<file path="src/rtl/core/brs_pkg.sv">
// Package for the 2D box range search block: command and result codes,
// the decoded work item and the result record. Depends on nothing.
`timescale 1ns / 1ps

package brs_pkg;

    // Widths of the fixed channel fields.
    localparam int FIELD_W = 32;
    localparam int CMD_W   = 2;
    localparam int KIND_W  = 2;
    localparam int COUNT_W = 6;

    // Command codes on the request channel.
    localparam logic [CMD_W-1:0] CMD_CLEAR = 2'd0;
    localparam logic [CMD_W-1:0] CMD_ADD   = 2'd1;
    localparam logic [CMD_W-1:0] CMD_QUERY = 2'd2;

    // Result kinds on the result channel.
    localparam logic [KIND_W-1:0] KIND_ACK = 2'd0;
    localparam logic [KIND_W-1:0] KIND_HIT = 2'd1;
    localparam logic [KIND_W-1:0] KIND_SUM = 2'd2;

    // Status codes.
    localparam logic STATUS_OK   = 1'b0;
    localparam logic STATUS_FULL = 1'b1;

    // Depth of the queue between front and back.
    localparam int QDEPTH = 2;
    localparam int QPTR_W = 1;
    localparam int QCNT_W = 2;

    // Operation after decode.
    typedef enum logic [1:0] {
        OP_CLEAR,
        OP_ADD,
        OP_QUERY,
        OP_NOP
    } op_t;

    // Decoded request; coordinates are already reduced to the coordinate
    // width and sign-extended back to the field width.
    typedef struct packed {
        op_t                       op;
        logic                      box_empty;
        logic signed [FIELD_W-1:0] point_x;
        logic signed [FIELD_W-1:0] point_y;
        logic signed [FIELD_W-1:0] box_x_low;
        logic signed [FIELD_W-1:0] box_x_high;
        logic signed [FIELD_W-1:0] box_y_low;
        logic signed [FIELD_W-1:0] box_y_high;
    } work_t;

    // One result record.
    typedef struct packed {
        logic [KIND_W-1:0]         kind;
        logic signed [FIELD_W-1:0] hit_x;
        logic signed [FIELD_W-1:0] hit_y;
        logic [COUNT_W-1:0]        match_count;
        logic                      found_any;
        logic                      status;
        logic                      last;
    } result_t;

    // Build a result record; found_any follows from the count.
    function automatic result_t make_result(
        input logic [KIND_W-1:0]         kind,
        input logic signed [FIELD_W-1:0] x,
        input logic signed [FIELD_W-1:0] y,
        input logic [COUNT_W-1:0]        cnt,
        input logic                      status,
        input logic                      last
    );
        result_t r;
        r.kind        = kind;
        r.hit_x       = x;
        r.hit_y       = y;
        r.match_count = cnt;
        r.found_any   = (cnt != '0);
        r.status      = status;
        r.last        = last;
        return r;
    endfunction

endpackage

</file>
<file path="src/rtl/core/brs_in_if.sv">
// Request channel of the box range search block: valid/ready plus the
// command and coordinate fields. Depends on brs_pkg.
`timescale 1ns / 1ps

interface brs_in_if;

    logic                                        valid;
    logic                                        ready;
    logic [brs_pkg::CMD_W-1:0]                   command;
    logic signed [brs_pkg::FIELD_W-1:0]          point_x;
    logic signed [brs_pkg::FIELD_W-1:0]          point_y;
    logic signed [brs_pkg::FIELD_W-1:0]          box_x_low;
    logic signed [brs_pkg::FIELD_W-1:0]          box_x_high;
    logic signed [brs_pkg::FIELD_W-1:0]          box_y_low;
    logic signed [brs_pkg::FIELD_W-1:0]          box_y_high;

    modport source (
        output valid, command, point_x, point_y,
               box_x_low, box_x_high, box_y_low, box_y_high,
        input  ready
    );

    modport sink (
        input  valid, command, point_x, point_y,
               box_x_low, box_x_high, box_y_low, box_y_high,
        output ready
    );

endinterface

</file>
<file path="src/rtl/core/brs_out_if.sv">
// Result channel of the box range search block: valid/ready plus the
// result fields. Depends on brs_pkg.
`timescale 1ns / 1ps

interface brs_out_if;

    logic                                valid;
    logic                                ready;
    logic [brs_pkg::KIND_W-1:0]          result_kind;
    logic signed [brs_pkg::FIELD_W-1:0]  hit_x;
    logic signed [brs_pkg::FIELD_W-1:0]  hit_y;
    logic [brs_pkg::COUNT_W-1:0]         match_count;
    logic                                found_any;
    logic                                status;
    logic                                last;

    modport source (
        output valid, result_kind, hit_x, hit_y, match_count,
               found_any, status, last,
        input  ready
    );

    modport sink (
        input  valid, result_kind, hit_x, hit_y, match_count,
               found_any, status, last,
        output ready
    );

endinterface

</file>
<file path="src/rtl/core/brs_front.sv">
// Front of the box range search block: takes requests, decodes the command,
// trims coordinates and flags empty boxes. Depends on brs_pkg, brs_in_if.
`timescale 1ns / 1ps

module brs_front #(
    parameter int COORD_BITS = 32
) (
    input  logic           clk,
    input  logic           rst_n,
    brs_in_if.sink         request,
    output logic           item_valid,
    input  logic           item_ready,
    output brs_pkg::work_t item
);

    import brs_pkg::*;

    logic  valid_reg;
    logic  valid_next;
    work_t item_reg;
    work_t decoded;

    // Keep the low coordinate bits and sign-extend them to the field width.
    function automatic logic signed [FIELD_W-1:0] trim(input logic [FIELD_W-1:0] v);
        logic signed [COORD_BITS-1:0] t;
        t = v[COORD_BITS-1:0];
        return FIELD_W'(t);
    endfunction

    // Decode the request.
    always_comb
    begin
        decoded.point_x    = trim(request.point_x);
        decoded.point_y    = trim(request.point_y);
        decoded.box_x_low  = trim(request.box_x_low);
        decoded.box_x_high = trim(request.box_x_high);
        decoded.box_y_low  = trim(request.box_y_low);
        decoded.box_y_high = trim(request.box_y_high);
        decoded.box_empty  = (decoded.box_x_low > decoded.box_x_high) ||
                             (decoded.box_y_low > decoded.box_y_high);
        unique case (request.command)
            CMD_CLEAR: decoded.op = OP_CLEAR;
            CMD_ADD:   decoded.op = OP_ADD;
            CMD_QUERY: decoded.op = OP_QUERY;
            default:   decoded.op = OP_NOP;
        endcase
    end

    // The holding stage takes a new request whenever it is empty or drains.
    assign request.ready = !valid_reg || item_ready;
    assign item_valid    = valid_reg;
    assign item          = item_reg;

    always_comb
    begin
        valid_next = valid_reg && !item_ready;
        if (request.valid && request.ready)
        begin
            valid_next = 1'b1;
        end
    end

    always_ff @(posedge clk or negedge rst_n)
    begin
        if (!rst_n)
        begin
            valid_reg <= 1'b0;
        end
        else
        begin
            valid_reg <= valid_next;
        end
    end

    always_ff @(posedge clk)
    begin
        if (request.valid && request.ready)
        begin
            item_reg <= decoded;
        end
    end

endmodule

</file>
<file path="src/rtl/core/brs_queue.sv">
// Short queue of decoded requests between the front and the back of the
// box range search block. Depends on brs_pkg.
`timescale 1ns / 1ps

module brs_queue (
    input  logic           clk,
    input  logic           rst_n,
    input  logic           push_valid,
    output logic           push_ready,
    input  brs_pkg::work_t push_item,
    output logic           pop_valid,
    input  logic           pop_ready,
    output brs_pkg::work_t pop_item
);

    import brs_pkg::*;

    work_t             slots [QDEPTH];
    logic [QPTR_W-1:0] wr_ptr_reg;
    logic [QPTR_W-1:0] wr_ptr_next;
    logic [QPTR_W-1:0] rd_ptr_reg;
    logic [QPTR_W-1:0] rd_ptr_next;
    logic [QCNT_W-1:0] fill_reg;
    logic [QCNT_W-1:0] fill_next;
    logic              do_push;
    logic              do_pop;

    assign push_ready = (fill_reg != QCNT_W'(QDEPTH));
    assign pop_valid  = (fill_reg != '0);
    assign pop_item   = slots[rd_ptr_reg];
    assign do_push    = push_valid && push_ready;
    assign do_pop     = pop_valid && pop_ready;

    // Pointer and fill bookkeeping.
    always_comb
    begin
        wr_ptr_next = wr_ptr_reg;
        rd_ptr_next = rd_ptr_reg;
        fill_next   = fill_reg;
        if (do_push)
        begin
            wr_ptr_next = wr_ptr_reg + 1'b1;
        end
        if (do_pop)
        begin
            rd_ptr_next = rd_ptr_reg + 1'b1;
        end
        if (do_push && !do_pop)
        begin
            fill_next = fill_reg + 1'b1;
        end
        else if (do_pop && !do_push)
        begin
            fill_next = fill_reg - 1'b1;
        end
    end

    always_ff @(posedge clk or negedge rst_n)
    begin
        if (!rst_n)
        begin
            wr_ptr_reg <= '0;
            rd_ptr_reg <= '0;
            fill_reg   <= '0;
        end
        else
        begin
            wr_ptr_reg <= wr_ptr_next;
            rd_ptr_reg <= rd_ptr_next;
            fill_reg   <= fill_next;
        end
    end

    always_ff @(posedge clk)
    begin
        if (do_push)
        begin
            slots[wr_ptr_reg] <= push_item;
        end
    end

endmodule

</file>
<file path="src/rtl/core/brs_back.sv">
// Back of the box range search block: owns the point store and the count,
// runs adds and clears, scans the store for queries and drives results.
// Depends on brs_pkg and brs_out_if.
`timescale 1ns / 1ps

module brs_back #(
    parameter int CAPACITY   = 32,
    parameter int COORD_BITS = 32
) (
    input  logic           clk,
    input  logic           rst_n,
    input  logic           q_valid,
    output logic           q_ready,
    input  brs_pkg::work_t q_item,
    brs_out_if.source      result
);

    import brs_pkg::*;

    localparam int IDX_W = (CAPACITY > 1) ? $clog2(CAPACITY) : 1;
    localparam int CNT_W = $clog2(CAPACITY + 1);
    localparam int ST_W  = 1;
    localparam logic [ST_W-1:0] ST_IDLE = 1'b0;
    localparam logic [ST_W-1:0] ST_SCAN = 1'b1;

    logic [2*COORD_BITS-1:0]      store [CAPACITY];

    logic [ST_W-1:0]              state_reg;
    logic [ST_W-1:0]              state_next;
    logic [CNT_W-1:0]             count_reg;
    logic [CNT_W-1:0]             count_next;
    logic [CNT_W-1:0]             scan_reg;
    logic [CNT_W-1:0]             scan_next;
    logic [COUNT_W-1:0]           hits_reg;
    logic [COUNT_W-1:0]           hits_next;
    logic                         rd_valid_reg;
    logic                         rd_valid_next;
    logic [2*COORD_BITS-1:0]      rd_data_reg;
    logic                         out_valid_reg;
    logic                         out_valid_next;
    result_t                      out_reg;
    result_t                      out_next;
    logic signed [COORD_BITS-1:0] xl_reg;
    logic signed [COORD_BITS-1:0] xh_reg;
    logic signed [COORD_BITS-1:0] yl_reg;
    logic signed [COORD_BITS-1:0] yh_reg;

    logic                         mem_we;
    logic                         rd_en;
    logic                         box_load;
    logic                         out_free;
    logic                         store_full;
    logic                         issue;
    logic                         hit;
    logic signed [COORD_BITS-1:0] px;
    logic signed [COORD_BITS-1:0] py;

    assign out_free   = !out_valid_reg || result.ready;
    assign store_full = (count_reg == CNT_W'(CAPACITY));
    assign issue      = (scan_reg < count_reg);

    // Box test on the point held in the read register.
    assign px  = rd_data_reg[2*COORD_BITS-1:COORD_BITS];
    assign py  = rd_data_reg[COORD_BITS-1:0];
    assign hit = (px >= xl_reg) && (px <= xh_reg) && (py >= yl_reg) && (py <= yh_reg);

    // Command execution and scan control.
    always_comb
    begin
        state_next     = state_reg;
        count_next     = count_reg;
        scan_next      = scan_reg;
        hits_next      = hits_reg;
        rd_valid_next  = rd_valid_reg;
        out_valid_next = out_valid_reg && !result.ready;
        out_next       = out_reg;
        q_ready        = 1'b0;
        mem_we         = 1'b0;
        rd_en          = 1'b0;
        box_load       = 1'b0;

        unique case (state_reg)
            ST_IDLE:
            begin
                if (q_valid && out_free)
                begin
                    q_ready = 1'b1;
                    unique case (q_item.op)
                        OP_CLEAR:
                        begin
                            count_next     = '0;
                            out_valid_next = 1'b1;
                            out_next       = make_result(KIND_ACK, '0, '0, '0, STATUS_OK, 1'b1);
                        end
                        OP_ADD:
                        begin
                            out_valid_next = 1'b1;
                            if (store_full)
                            begin
                                out_next = make_result(KIND_ACK, '0, '0, '0, STATUS_FULL, 1'b1);
                            end
                            else
                            begin
                                mem_we     = 1'b1;
                                count_next = count_reg + 1'b1;
                                out_next   = make_result(KIND_ACK, '0, '0, '0, STATUS_OK, 1'b1);
                            end
                        end
                        OP_QUERY:
                        begin
                            if (q_item.box_empty)
                            begin
                                out_valid_next = 1'b1;
                                out_next = make_result(KIND_SUM, '0, '0, '0, STATUS_OK, 1'b1);
                            end
                            else
                            begin
                                box_load      = 1'b1;
                                scan_next     = '0;
                                hits_next     = '0;
                                rd_valid_next = 1'b0;
                                state_next    = ST_SCAN;
                            end
                        end
                        default:
                        begin
                            out_valid_next = 1'b1;
                            out_next       = make_result(KIND_ACK, '0, '0, '0, STATUS_OK, 1'b1);
                        end
                    endcase
                end
            end
            ST_SCAN:
            begin
                if (!rd_valid_reg && !issue)
                begin
                    // All points tested: close with the summary.
                    if (out_free)
                    begin
                        out_valid_next = 1'b1;
                        out_next   = make_result(KIND_SUM, '0, '0, hits_reg, STATUS_OK, 1'b1);
                        state_next = ST_IDLE;
                    end
                end
                else if (!(rd_valid_reg && hit && !out_free))
                begin
                    // Read the next point while the current one is tested.
                    rd_en         = issue;
                    rd_valid_next = issue;
                    if (issue)
                    begin
                        scan_next = scan_reg + 1'b1;
                    end
                    if (rd_valid_reg && hit)
                    begin
                        out_valid_next = 1'b1;
                        out_next  = make_result(KIND_HIT, FIELD_W'(px), FIELD_W'(py), '0,
                                                STATUS_OK, 1'b0);
                        hits_next = hits_reg + 1'b1;
                    end
                end
            end
            default:
            begin
                state_next = ST_IDLE;
            end
        endcase
    end

    // Control state.
    always_ff @(posedge clk or negedge rst_n)
    begin
        if (!rst_n)
        begin
            state_reg     <= ST_IDLE;
            count_reg     <= '0;
            scan_reg      <= '0;
            hits_reg      <= '0;
            rd_valid_reg  <= 1'b0;
            out_valid_reg <= 1'b0;
        end
        else
        begin
            state_reg     <= state_next;
            count_reg     <= count_next;
            scan_reg      <= scan_next;
            hits_reg      <= hits_next;
            rd_valid_reg  <= rd_valid_next;
            out_valid_reg <= out_valid_next;
        end
    end

    // Result payload and query box.
    always_ff @(posedge clk)
    begin
        out_reg <= out_next;
        if (box_load)
        begin
            xl_reg <= q_item.box_x_low[COORD_BITS-1:0];
            xh_reg <= q_item.box_x_high[COORD_BITS-1:0];
            yl_reg <= q_item.box_y_low[COORD_BITS-1:0];
            yh_reg <= q_item.box_y_high[COORD_BITS-1:0];
        end
    end

    // Point store: one write port for adds, one registered read for scans.
    always_ff @(posedge clk)
    begin
        if (mem_we)
        begin
            store[count_reg[IDX_W-1:0]] <= {q_item.point_x[COORD_BITS-1:0],
                                            q_item.point_y[COORD_BITS-1:0]};
        end
        if (rd_en)
        begin
            rd_data_reg <= store[scan_reg[IDX_W-1:0]];
        end
    end

    assign result.valid       = out_valid_reg;
    assign result.result_kind = out_reg.kind;
    assign result.hit_x       = out_reg.hit_x;
    assign result.hit_y       = out_reg.hit_y;
    assign result.match_count = out_reg.match_count;
    assign result.found_any   = out_reg.found_any;
    assign result.status      = out_reg.status;
    assign result.last        = out_reg.last;

endmodule

</file>
<file path="src/rtl/core/box_range_search_2d.sv">
// Top level of the 2D box range search block: front, queue and back.
// Depends on brs_pkg, brs_in_if, brs_out_if, brs_front, brs_queue, brs_back.
//
// The block holds up to CAPACITY points with signed fixed-point coordinates
// (Q16.16 at COORD_BITS of 32; only the low COORD_BITS of each field count).
// Clear, add and unknown commands each give one acknowledge marked last; an
// add to a full store is acknowledged with status 1. A query gives one result
// per stored point inside its inclusive box, in insertion order, then a
// summary with the match count, marked last. A query takes the request,
// reads each stored point through the single read port of the point
// store, tests each point read while the next is read, and issues the
// summary. A result that the result channel holds back stalls the back
// until it is taken. A box that is inverted in either axis is answered
// at once with a zero summary. Requests pass through a one-entry front
// stage and a two-entry queue, so new requests are taken while a query
// scans. No clearing pass follows reset.
`timescale 1ns / 1ps

module box_range_search_2d #(
    parameter int CAPACITY   = 32,
    parameter int COORD_BITS = 32
) (
    input  logic      clk,
    input  logic      rst_n,
    brs_in_if.sink    request,
    brs_out_if.source result
);

    import brs_pkg::*;

    logic  front_valid;
    logic  front_ready;
    work_t front_item;
    logic  back_valid;
    logic  back_ready;
    work_t back_item;

    // Decode and hold incoming requests.
    brs_front #(
        .COORD_BITS (COORD_BITS)
    ) u_front (
        .clk        (clk),
        .rst_n      (rst_n),
        .request    (request),
        .item_valid (front_valid),
        .item_ready (front_ready),
        .item       (front_item)
    );

    // Decouple the front from the scanning back.
    brs_queue u_queue (
        .clk        (clk),
        .rst_n      (rst_n),
        .push_valid (front_valid),
        .push_ready (front_ready),
        .push_item  (front_item),
        .pop_valid  (back_valid),
        .pop_ready  (back_ready),
        .pop_item   (back_item)
    );

    // Execute commands against the point store.
    brs_back #(
        .CAPACITY   (CAPACITY),
        .COORD_BITS (COORD_BITS)
    ) u_back (
        .clk     (clk),
        .rst_n   (rst_n),
        .q_valid (back_valid),
        .q_ready (back_ready),
        .q_item  (back_item),
        .result  (result)
    );

endmodule
</file>
<file path="src/flat_wrapper.sv">
// flat-port wrapper written by rule: the top's interface ports become plain ports
module box_range_search_2d_flat import brs_pkg::*;
#(
    parameter int CAPACITY   = 32,
    parameter int COORD_BITS = 32
)
  (clk, rst_n, request_valid, request_command, request_point_x, request_point_y, request_box_x_low, request_box_x_high, request_box_y_low, request_box_y_high, request_ready, result_valid, result_result_kind, result_hit_x, result_hit_y, result_match_count, result_found_any, result_status, result_last, result_ready);
  brs_in_if request_i ();
  brs_out_if result_i ();
  input  logic clk;
  input  logic rst_n;
  input wire logic [$bits(request_i.valid)-1:0] request_valid;
  input wire logic [$bits(request_i.command)-1:0] request_command;
  input wire logic [$bits(request_i.point_x)-1:0] request_point_x;
  input wire logic [$bits(request_i.point_y)-1:0] request_point_y;
  input wire logic [$bits(request_i.box_x_low)-1:0] request_box_x_low;
  input wire logic [$bits(request_i.box_x_high)-1:0] request_box_x_high;
  input wire logic [$bits(request_i.box_y_low)-1:0] request_box_y_low;
  input wire logic [$bits(request_i.box_y_high)-1:0] request_box_y_high;
  output wire logic [$bits(request_i.ready)-1:0] request_ready;
  output wire logic [$bits(result_i.valid)-1:0] result_valid;
  output wire logic [$bits(result_i.result_kind)-1:0] result_result_kind;
  output wire logic [$bits(result_i.hit_x)-1:0] result_hit_x;
  output wire logic [$bits(result_i.hit_y)-1:0] result_hit_y;
  output wire logic [$bits(result_i.match_count)-1:0] result_match_count;
  output wire logic [$bits(result_i.found_any)-1:0] result_found_any;
  output wire logic [$bits(result_i.status)-1:0] result_status;
  output wire logic [$bits(result_i.last)-1:0] result_last;
  input wire logic [$bits(result_i.ready)-1:0] result_ready;
  assign request_i.valid = request_valid;
  assign request_i.command = request_command;
  assign request_i.point_x = request_point_x;
  assign request_i.point_y = request_point_y;
  assign request_i.box_x_low = request_box_x_low;
  assign request_i.box_x_high = request_box_x_high;
  assign request_i.box_y_low = request_box_y_low;
  assign request_i.box_y_high = request_box_y_high;
  assign request_ready = request_i.ready;
  assign result_valid = result_i.valid;
  assign result_result_kind = result_i.result_kind;
  assign result_hit_x = result_i.hit_x;
  assign result_hit_y = result_i.hit_y;
  assign result_match_count = result_i.match_count;
  assign result_found_any = result_i.found_any;
  assign result_status = result_i.status;
  assign result_last = result_i.last;
  assign result_i.ready = result_ready;
  box_range_search_2d #(.CAPACITY(CAPACITY), .COORD_BITS(COORD_BITS)) u_core (.clk(clk), .rst_n(rst_n), .request(request_i), .result(result_i));
endmodule
</file>
<file path="config.mk">
export PLATFORM = sky130hd
export DESIGN_NAME = box_range_search_2d_flat
export DESIGN_NICKNAME = d
export VERILOG_FILES = /design/src/rtl/core/brs_pkg.sv /design/src/rtl/core/brs_in_if.sv /design/src/rtl/core/brs_out_if.sv /design/src/rtl/core/brs_front.sv /design/src/rtl/core/brs_queue.sv /design/src/rtl/core/brs_back.sv /design/src/rtl/core/box_range_search_2d.sv /design/src/flat_wrapper.sv
export SDC_FILE = /design/constraint.sdc
export NUM_CORES = 2
export LEC_CHECK = 0
export BUFFER_PORTS_ARGS = -buffer_cell sky130_fd_sc_hd__buf_2
export CORE_MARGIN = 2
export CORE_UTILIZATION = 55
export CTS_CLUSTER_SIZE = 12
export DETAILED_ROUTE_END_ITERATION = 10
export PLACE_DENSITY = 0.82
export SLEW_MARGIN = 10
export SYNTH_ARGS = -nofsm -noshare
export SYNTH_HDL_FRONTEND = slang
export SYNTH_HIERARCHICAL = 1
export SYNTH_SLANG_ARGS = --single-unit
</file>
<file path="constraint.sdc">
create_clock -name clk -period 10.4 [get_ports clk]
set_clock_uncertainty 0.1 [all_clocks]
set_input_delay 1.56 -clock clk [delete_from_list [all_inputs] [get_ports clk]]
set_output_delay 1.56 -clock clk [all_outputs]
set_load 0.01 [all_outputs]
</file>
# Word-level counts from Yosys, hierarchy flattened
# Memory sizes are Yosys's and may differ from the RTL's. A register that Yosys moved wholly into a read port is not among the register bits.
# Cells that the tools add are included.
# op_classes
addsub	7
magnitude_cmp	7
n_eq_ne	18
mux	60
bitwise	1
reduce_logical	37
# op_table
cell	count
two-way mux 75 bit	6
case mux 75 bit (2 select lines)	2
>= comparator 32 bit	2
greater-than comparator 32 bit	2
<= comparator 32 bit	2
two-way mux 6 bit	10
case mux 6 bit (2 select lines)	3
two-way mux 1 bit	32
adder 6 x 1 -> 6 bit (second input constant)	3
logical AND 1 bit	14
inequality test 2 bit (second input constant)	6
AND reduction 6 bit	2
AND reduction 5 bit	2
zero test 1 bit	9
equality test 6 bit (second input constant)	1
< comparator 6 bit	1
two-way mux 2 bit	3
inequality test 2 x 1 -> 1 bit (second input constant)	3
inequality test 3 bit (second input constant)	2
case mux 1 bit (2 select lines)	3
case mux 2 bit (3 select lines)	1
nonzero test 2 bit	3
nonzero test 6 bit	1
equality test 2 x 1 -> 1 bit (second input constant)	2
other kinds (10)	15
# totals
regBits	424
ram_bits	2438
inputBits	198
output_inout_bits	77
word_cells	161
n_memories	2
# memory_table
memory	depth	word_bits	read_ports	rd_ports_with_merged_regs	wr	line_no	source
u_core.u_back.store	32	64	1	1	1	brs_back.sv:26	logic [2*COORD_BITS-1:0] store [CAPACITY];
u_core.u_queue.slots	2	195	1	0	1	brs_queue.sv:18	work_t slots [QDEPTH];

# Depth between registers and ports, before layout
# depth
ltp_word	9
mapped_depth	12

# Cells and area by module
# Netlist, hierarchy kept.
# modules_own_cells
mod	instances	cells_per_inst	area_each_um2	seq_area_each_um2
brs_back	1	3912	90636.9	70042.2
brs_queue	1	625	14843.0	11811.3
brs_front	1	426	7546.0	5880.6

# Worst setup path before layout
# OpenSTA, ideal clock, no wires.
# synth_timing
kind	flip-flop to flip-flop
startpoint	register u_core.u_queue.fill_reg[0]
endpoint	memory u_core/u_queue/slots[0][0] (netlist name), enable pin
arrival_time_ns	8.699
setup_slack_ns	0.848
stages_incl_launch_ff	4
synth_period_minus_slack_ns	9.552
path_cell_list	dfrtp_1 nand2b_1 nand2_1 nor2_1
# synth_via
elab_chain_cells	4
# synth_rtl
item	line_no	source
from (decl)	brs_queue.sv:23	logic [QCNT_W-1:0] fill_reg;
from (signal assigned)	brs_queue.sv:70	fill_reg <= fill_next;
inequality test 2 bit	brs_queue.sv:28	assign push_ready = (fill_reg != QCNT_W'(QDEPTH));
net u_core.front_ready	box_range_search_2d.sv:32	logic front_ready;
logical AND 1 bit	brs_queue.sv:31	assign do_push = push_valid && push_ready;
two-way mux 1 bit	brs_queue.sv:76	if (do_push)
two-way mux 1 bit (not written as such)	brs_queue.sv:78	slots[wr_ptr_reg] <= push_item;
to (decl)	brs_queue.sv:18	
# The timed path passes the listed nets, and every way through them passes these cells.

# Worst setup path after layout
# layout_timing
startpoint	register u_core.u_back.rd_data_reg[63] (read register of u_core.u_back.store)
endpoint	register u_core.u_back.out_reg, in the netlist u_core/u_back/result.hit_x[14], enable pin
# layout_via
elab_chain_cells	8
word_cells_on_any_way	10
# layout_rtl
item	line_no	source
from (decl)	brs_back.sv:38	logic [2*COORD_BITS-1:0] rd_data_reg;
>= comparator 32 bit / <= comparator 32 bit (equally long branches)	brs_back.sv:65	assign hit = (px >= xl_reg) && (px <= xh_reg) && (py >= yl_reg) && (py <= yh_reg);
logical AND 1 bit * (3 in a row)	brs_back.sv:65	
logical AND 1 bit *	brs_back.sv:145, brs_back.sv:154	
logical AND 1 bit	brs_back.sv:145	else if (!(rd_valid_reg && hit && !out_free))
inequality test 3 bit (no line)	n/a	
AND reduction 5 bit (no line) *	n/a	
to (signal assigned)	brs_back.sv:196	out_reg <= out_next;
to (decl)	brs_back.sv:41	result_t out_reg;
# Mark *: on every way between the ends. The rest lies on a longest branch, timed or not.
# A chain may end at the register's enable or synchronous reset.

==> reports/metrics.yaml <==
status: "completed"
slew_violations: 0
min_period_ps: 5824
nNetsFinal: 5838
syn2layout_area_growth_pct: 11.65
fp-row-count: 166
core-area_um2: 204400
cts.sinks: 2926
cts.reportedPaths.clkPinSlew_ps: 60
cts_buffers: 305
htreeDepth: 5
tns_ps: 0
synth_nets: 5366
syn_avg_cell_area_um2: 22.77
synth_common_cells: "edfxtp_1 (2900), mux4_2 (640), ha_1 (205)"
clock-root-buffer: "clkbuf_16"
antenna_found_initial: 7
clk_latency_ps: 950
cts_buffer_depth: 4
synth_ff_type: "edfxtp_1"
dp_hpwl_um: 155400
powerDensity_nw_per_um2: 269.5
cts-hold-fix-buffers: 0
fmax_ghz: 0.1717
end_kind: "flip-flop"
synth_cells: 4963
post_cts_buffers: 0
finish.utilization: 0.6175
fin_ws_ps: 4576
power_leakage_nw: 41.23
ys_ff_latch: 2926
synth_async_sr_flop_share: 0.008886
pre_cts_slack_ps: 4163
syn_area_um2: 113000
yosysMostFrequentCell: "edfxtp_1"
postRouteAntennaNets: 0
synth_edf_count: 2900
start_util: 0.5530
grt_usage: 0.2803
grt_pass1_vias: 57050
yosys_warnings: 6
required_ps: 10840
setup_viol: 0
dr.pass1.iters: 7
seq_area_frac_synth: 0.7762
grt_max_degree: 165
grt_pass1_wl_um: 416400
cts-resized-gates: 0
synth_top_area_cell: "edfxtp_1"
rsz0062_at_grt: "no"
drv_cap: 0
die_y_um: 457.3
crit_fanout: 39
io_buffer_count: 274
critPathLaunchType: "flip-flop"
ys_top_cells_by_area: "edfxtp_1 (77%), mux4_2 (13%), ha_1 (2.3%)"
synthDistinctLibCells: 76
finalHoldViolCount: 0
largest_reg_flops: 2048
final_layout_size_suffix_gt1_frac: 0.2969
die_area_um2: 209100
hold_path_class: "reg -> reg"
drc: 0
wl_per_cell_um: 35.60
overflow: 0
slew_headroom: 0.1343
gp_congestion: 0.8537
synth_top_area_frac: 0.7705
vdd_drop_max_mv: 0.2286
critPathKind: "reg -> reg"
tightest_slew_ps: 1299
ios: 275
drtIter0Drc: 8359
cts_tree: "done"
layout_worst_path_cycle_share: 0.5600
arrival_ps: 6260
num_vias: 55900
via_per_inst: 6.788
fill_cells: 12760
die_w_um: 457.3
finalWirelength_um: 293100
-- report_power, final --
part	total [mW]	switching, mW	internal [mW]
Sequential	16.4	0.716	15.6
Clock	9.72	4.27	5.45
Combinational	7.94	4.89	3.05
Total	34.0	9.87	24.1
-- worst max-delay path, cell delays in order, from the launching register on --
cell and delay, ps:
edfxtp_1 600, ha_1 440, nand4_1 190, nor4_1 620
nand2_1 340, a31oi_1 570, or3_1 290, nand3_2 240
nor3_1 190, o21ai_0 220, nor2_4 890, buf_4 690
-- metal layers --
layer / GRT usage / vias to the layer above / part of all wire
li1: - / 21420 / -
met5: 0 / - / 0.000085
met1: 0.3506 / 29000 / 0.33
met3: 0.04796 / 883 / 0.10
met4: 0.1531 / 4 / 0.064
met2: 0.4702 / 4588 / 0.50
-- cell usage in the layout, fill, tap and decap left out, types with 13 or more instances in the layout --
| cell type | Yosys | layout |
|---|---|---|
| edfxtp_1 | 2900 | 2900 |
| mux2_2 | 119 | 119 |
| buf_4 | 0 | 69 |
| buf_2 | 31 | 274 |
| clkbuf_16 | 0 | 311 |
| mux2_4 | 142 | 142 |
| a21o_1 | 22 | 22 |
| o21ai_0 | 24 | 24 |
| a21oi_1 | 69 | 69 |
| mux4_2 | 640 | 640 |
| clkbuf_1 | 119 | 72 |
| nand4_1 | 37 | 37 |
| nor2_1 | 69 | 34 |
| nor3_1 | 13 | 13 |
| nor2_4 | 0 | 35 |
| inv_1 | 203 | 202 |
| dfrtp_1 | 26 | 20 |
| nand3_1 | 38 | 38 |
| ha_1 | 205 | 205 |
| nand2_1 | 59 | 59 |
| clkinv_1 | 3 | 19 |
| and2_1 | 63 | 62 |
-- metrics by stage --
| stage | power (mW) | instances | cell area [um^2] | hold WS [ps] |
|---|---|---|---|---|
| 2_1_floorplan | 21.52 | 4963 | 113000 | 321.5 |
| 3_3_place_gp | 23.80 | 7814 | 117800 | 322.6 |
| 3_5_place_dp | 24.19 | 7814 | 117800 | 329.6 |
| 4_1_cts | 34.09 | 8230 | 126100 | 307.6 |
| 5_1_grt | 34.93 | 8232 | 126200 | 311.7 |
| 6_report | 34.01 | 8234 | 126200 | 304.9 |
-- logic make-up (layout without fill, tap and decap cells) --
logic type,Yosys count,after routing,share of synthesized area
adder cells (fa/ha/maj),205,205,0.02269
XOR/XNOR,11,11,0.0008525
other,0,2,0
AO/OA/AOI/OAI,182,182,0.01061
AND/OR/NAND/NOR,343,343,0.01666
multiplexers,902,902,0.1583
flip-flops,2926,2926,0.7762
buffers and inverters,394,975,0.01462
-- path summary, 6_finish.rpt --
kind	slack (ps)	to	start	depth (start not counted)
worst max-delay path	4580	u_core/u_back/result.hit_x[14]$_SDFFCE_PN0P_	u_core/u_back/rd_data_reg[63]$_DFFE_PP_	11
worst min-delay path	300	u_core/u_queue/slots[1][101]$_DFFE_PP_	u_core/u_front/item[101]$_DFFE_PP_	0
worst max register to register	4580	u_core/u_back/result.hit_x[14]$_SDFFCE_PN0P_	u_core/u_back/rd_data_reg[63]$_DFFE_PP_	11
worst min register to register	300	u_core/u_queue/slots[1][101]$_DFFE_PP_	u_core/u_front/item[101]$_DFFE_PP_	0
max in group asynchronous	9090	u_core/u_queue/rd_ptr_reg$_DFFE_PN0P_	rst_n	1
min in group asynchronous	580	u_core/u_back/state_reg$_DFF_PN0_	rst_n	1
-- final cells by class --
type | instances | area, um^2 | area share
Sequential cell | 2926 | 87760 | 0.6954
Multi-Input combinational cell | 1643 | 23910 | 0.1895
Clock buffer | 383 | 8053 | 0.06381
Tap cell | 2688 | 3363 | 0.02665
Timing Repair Buffer | 352 | 2067 | 0.01638
Inverter | 207 | 782.0 | 0.006197
Clock inverter | 33 | 255.2 | 0.002023
Antenna cell | 2 | 5.005 | 0.00003966
No activity file was read; power rests on OpenSTA's default activity.
